==> src/hw/rtl/assert_macros.svh <==
// assertion helpers for the design file that checks its own logic
`ifndef ASSERT_MACROS_SVH
`define ASSERT_MACROS_SVH

// checked property, muted while reset is held
`define CHK_PROP(lbl, prop, msg) \
  lbl: assert property (@(posedge clk) disable iff (!rst_n) prop) else $error(msg);

// checked property, live through reset as well
`define CHK_ALWAYS(lbl, prop, msg) \
  lbl: assert property (@(posedge clk) prop) else $error(msg);

`endif

==> src/hw/rtl/oaie_pkg.sv <==
package oaie_pkg;

  // store geometry
  localparam int DEPTH   = 64;
  localparam int WORD_W  = 32;
  localparam int CNT_W   = $clog2(DEPTH + 1);
  localparam int POS_W   = 7;
  localparam int COUNT_W = 7;
  localparam int CMP_W   = (CNT_W > POS_W) ? CNT_W : POS_W;

  // back-word reduction grouping
  localparam int GRP  = 8;
  localparam int NGRP = (DEPTH + GRP - 1) / GRP;

  // operation codes
  localparam logic [1:0] OP_APPEND = 2'd0;
  localparam logic [1:0] OP_REMOVE = 2'd1;
  localparam logic [1:0] OP_INSERT = 2'd2;
  localparam logic [1:0] OP_ERASE  = 2'd3;

  // error codes
  localparam logic [1:0] ERR_OK    = 2'd0;
  localparam logic [1:0] ERR_FULL  = 2'd1;
  localparam logic [1:0] ERR_EMPTY = 2'd2;
  localparam logic [1:0] ERR_RANGE = 2'd3;

  // cell actions
  typedef logic [1:0] act_t;
  localparam act_t ACT_HOLD  = 2'd0;
  localparam act_t ACT_LOAD  = 2'd1;
  localparam act_t ACT_LEFT  = 2'd2;
  localparam act_t ACT_RIGHT = 2'd3;

  typedef struct packed {
    act_t act;
    logic last;
  } cell_ctrl_t;

  typedef struct packed {
    logic [1:0]              func;
    logic [POS_W-1:0]        position;
    logic signed [WORD_W-1:0] value;
  } in_beat_t;

  typedef struct packed {
    logic signed [WORD_W-1:0] front_word;
    logic signed [WORD_W-1:0] back_word;
    logic [COUNT_W-1:0]       count;
    logic [1:0]               error_code;
  } out_beat_t;

endpackage

==> src/hw/rtl/oaie_cell.sv <==
module oaie_cell (
  input  logic                          clk,
  input  oaie_pkg::cell_ctrl_t          ctrl,
  input  logic [oaie_pkg::WORD_W-1:0]   left_word,
  input  logic [oaie_pkg::WORD_W-1:0]   right_word,
  input  logic [oaie_pkg::WORD_W-1:0]   load_word,
  output logic [oaie_pkg::WORD_W-1:0]   word,
  output logic [oaie_pkg::WORD_W-1:0]   cand
);

  logic [oaie_pkg::WORD_W-1:0] word_r;
  logic [oaie_pkg::WORD_W-1:0] word_nxt;
  logic [oaie_pkg::WORD_W-1:0] cand_r;

  // pick the next word from hold, new value or a neighbor
  always_comb begin
    case (ctrl.act)
      oaie_pkg::ACT_HOLD:  word_nxt = word_r;
      oaie_pkg::ACT_LOAD:  word_nxt = load_word;
      oaie_pkg::ACT_LEFT:  word_nxt = left_word;
      oaie_pkg::ACT_RIGHT: word_nxt = right_word;
      default:             word_nxt = word_r;
    endcase
  end

  always_ff @(posedge clk) begin
    word_r <= word_nxt;
  end

  // back-word candidate, zero unless this cell is the last occupied one
  always_ff @(posedge clk) begin
    cand_r <= ctrl.last ? word_r : '0;
  end

  assign word = word_r;
  assign cand = cand_r;

endmodule

==> config.mk <==
export PLATFORM = sky130hd
export DESIGN_NAME = oaie_cell
export DESIGN_NICKNAME = d
export VERILOG_FILES = /design/src/hw/rtl/assert_macros.svh /design/src/hw/rtl/oaie_pkg.sv /design/src/hw/rtl/oaie_cell.sv
export SDC_FILE = /design/constraint.sdc
export NUM_CORES = 1
export LEC_CHECK = 0
export ABC_AREA = 1
export BUFFER_PORTS_ARGS = -buffer_cell sky130_fd_sc_hd__buf_2
export CAP_MARGIN = 20
export CORE_ASPECT_RATIO = 1.1
export CORE_UTILIZATION = 37
export CTS_BUF_LIST = sky130_fd_sc_hd__clkbuf_16
export DETAILED_ROUTE_END_ITERATION = 8
export PLACE_DENSITY = 0.71
export SETUP_SLACK_MARGIN = 0.3
export SLEW_MARGIN = 40
export SYNTH_ARGS = -nofsm -noshare
export SYNTH_HDL_FRONTEND = slang
export SYNTH_SLANG_ARGS = --single-unit
==> constraint.sdc <==
create_clock -name clk -period 3.5 [get_ports clk]
set_clock_uncertainty 0.15 [all_clocks]
set_input_delay 0.175 -clock clk [delete_from_list [all_inputs] [get_ports clk]]
set_output_delay 0.175 -clock clk [all_outputs]
set_load 0.005 [all_outputs]
==> results.sh <==
export IMPL_drv_slew=0
export IMPL_syn_instance_count=279
export IMPL_hold_viol_final=0
export IMPL_yosysTopAreaCellShare_pct=36.7
export IMPL_cp_start_kind="input port"
export IMPL_finalWirelength_um=7140
export IMPL_clockBufferDepth=2
export IMPL_rows=31
export IMPL_first_pass_iters=4
export IMPL_n_fill_cell=631
export IMPL_die_x_um=82.3
export IMPL_finalPower_mw=1.97
export IMPL_holdBufCountCts=9
export IMPL_p_leak_nw=2.08
export IMPL_grt_use_total_pct=19.9
export IMPL_max_clock_freq_mhz=557
export IMPL_synth_area_um2=2620
export IMPL_layout_common_cells="buf_2 (163), nand3_1 (96), nand2_1 (65), inv_1 (35)"
export IMPL_clk_latency_ps=320
export IMPL_grt_antenna_before_repair=0
export IMPL_cts_resized_gates=0
export IMPL_cts_sinks=64
export IMPL_syn_to_final_growth_pct=43.9
export IMPL_worstMarginPinSlew_ps=634
export IMPL_cpMaxStageDelayCell="buf_4"
export IMPL_cp_required_ps=3400
export IMPL_detail_route_antenna_nets=0
export IMPL_hold_path_class="input port to flip-flop"
export IMPL_end_kind="flip-flop"
export IMPL_cts_made_buffers=9
export IMPL_cts_root_buf="clkbuf_16"
export IMPL_p_per_area_nw_per_um2=523
export IMPL_vdd_drop_max_uv=312
export IMPL_drcViolationCount=0
export IMPL_grt_max_degree=66
export IMPL_avgViaCountPerCell=4.67
export IMPL_gpl_final_weighted_congestion=0.851
export IMPL_worst_path_most_repeated_cell="buf_4"
export IMPL_finalSetupViolCount=0
export IMPL_tritoncts="done"
export IMPL_critical_path_class="input port to flip-flop"
export IMPL_yosys_warnings=0
export IMPL_hpwlAfterDp_um=5080
export IMPL_critPathMaxFanout=65
export IMPL_design_core_area_um2=6710
export IMPL_syn_avg_cell_area_um2=9.40
export IMPL_drv_cap=0
export IMPL_synth_seq_cells=64
export IMPL_path_buf_inv=4
export IMPL_synth_area_leader_cell="edfxtp_1"
export IMPL_die_h_um=90.3
export IMPL_slew_limit_headroom_pct=57.8
export IMPL_grt_ovfl_total=0
export IMPL_portBuffers=163
export IMPL_max_stage_delay_ps=470
export IMPL_rsz0062_at_grt="false"
export IMPL_cp_top_family="buffers and inverters"
export IMPL_fin_crit_sh_pct=51.3
export IMPL_cts_setup_buffers=0
export IMPL_seq_area_frac_synth_pct=61.1
export IMPL_grt_pass1_wl_um=11200
export IMPL_grt_pass1_vias=2464
export IMPL_post_route_min_period_ps=1800
export IMPL_mostFrequentLayoutCell="buf_2"
export IMPL_h_tree_depth=3
export IMPL_clkSlewWorstSetupHoldPaths_ps=50
export IMPL_nets=546
export IMPL_io_pins=164
export IMPL_synthesis_nets=379
export IMPL_drt_iter0_markers=83
export IMPL_synth_distinct_cells=9
export IMPL_initial_utilization_pct=39.1
export IMPL_routedWlPerCell_um=13.4
export IMPL_setup_tns_ps=0
export IMPL_insertedDiodeCount=0
export IMPL_drive_gt1_share_pct=40.1
export IMPL_crit_arrival_ps=1700
export IMPL_status="completed"
export IMPL_synth_area_leaders="edfxtp_1 (37%), dfxtp_1 (24%), nand3_1 (18%)"
export IMPL_worstPathCellList="buf_2 -> buf_4 -> inv_1 -> buf_4 -> nand2_1 -> nand3_1"
export IMPL_final_core_util_pct=56.2
export IMPL_die_area_um2=7430
export IMPL_vias=2490
## worst paths after layout
kind | start | end | slack (ps) | cells after the start
worst max-delay path | ctrl[2] | word[8] | 1700 | 6
worst min-delay path | load_word[26] | word[26] | 1 | 3
worst max register to register | word[10] | cand[10] | 2700 | 2
worst min register to register | word[20] | cand[20] | 310 | 2
## sequential cells by signal, summed over array words and instances (netlist names)
register and cells:
word 32, cand 32
## cell type report
type,count,area (um^2),share of cell area (%)
flip-flops and latches,64,1600,42.5
repair buffers,176,936,24.8
multi-input cells,161,724,19.2
clock buffers,10,250,6.64
inverters,34,130,3.45
well taps,82,103,2.72
clock inverters,6,26.3,0.697
## power breakdown
| group | total, mW | switching (mW) | internal (mW) |
|---|---|---|---|
| Sequential | 0.906 | 0.0309 | 0.875 |
| Combinational | 0.260 | 0.131 | 0.129 |
| Clock | 0.807 | 0.297 | 0.510 |
| Total | 1.97 | 0.459 | 1.51 |
## metal layers
metal	global-route usage, %	vias to the layer above	routed length (um)
met5	0	-	0
met4	8.48	0	133
met3	3.94	12	484
met2	34.2	107	3590
met1	23.5	1118	2930
li1	-	1253	-
## per-stage QoR
step	instance area (um^2)	setup WS (ps)	instances	hold slack [ps]
finish	3770	1700	533	1.39
global route	3770	1570	533	14.5
CTS	3770	1760	533	0.478
detailed placement	3400	1440	508	293
global placement	3400	1500	508	288
floorplan	2620	1790	279	118
## synth_stat cells
master and instances:
buf_4 6, inv_1 33, buf_6 8, nand2_1 65, inv_4 1, edfxtp_1 32, dfxtp_1 32, nand3_1 96
buf_2 6
## worst register-to-register path, delay by kind of cell, from the launching register on
kind                   cells  cell delay, ps
and+or+nand+nor            1              90
buffers and inverters      1              40
DFF                        1             420
## logic make-up after synthesis
| family | share of synthesized area (%) |
|---|---|
| and+or+nand+nor | 27.6 |
| DFF | 61.1 |
| buffers and inverters | 11.3 |
Note: power is estimated with default switching activity, not from simulation.
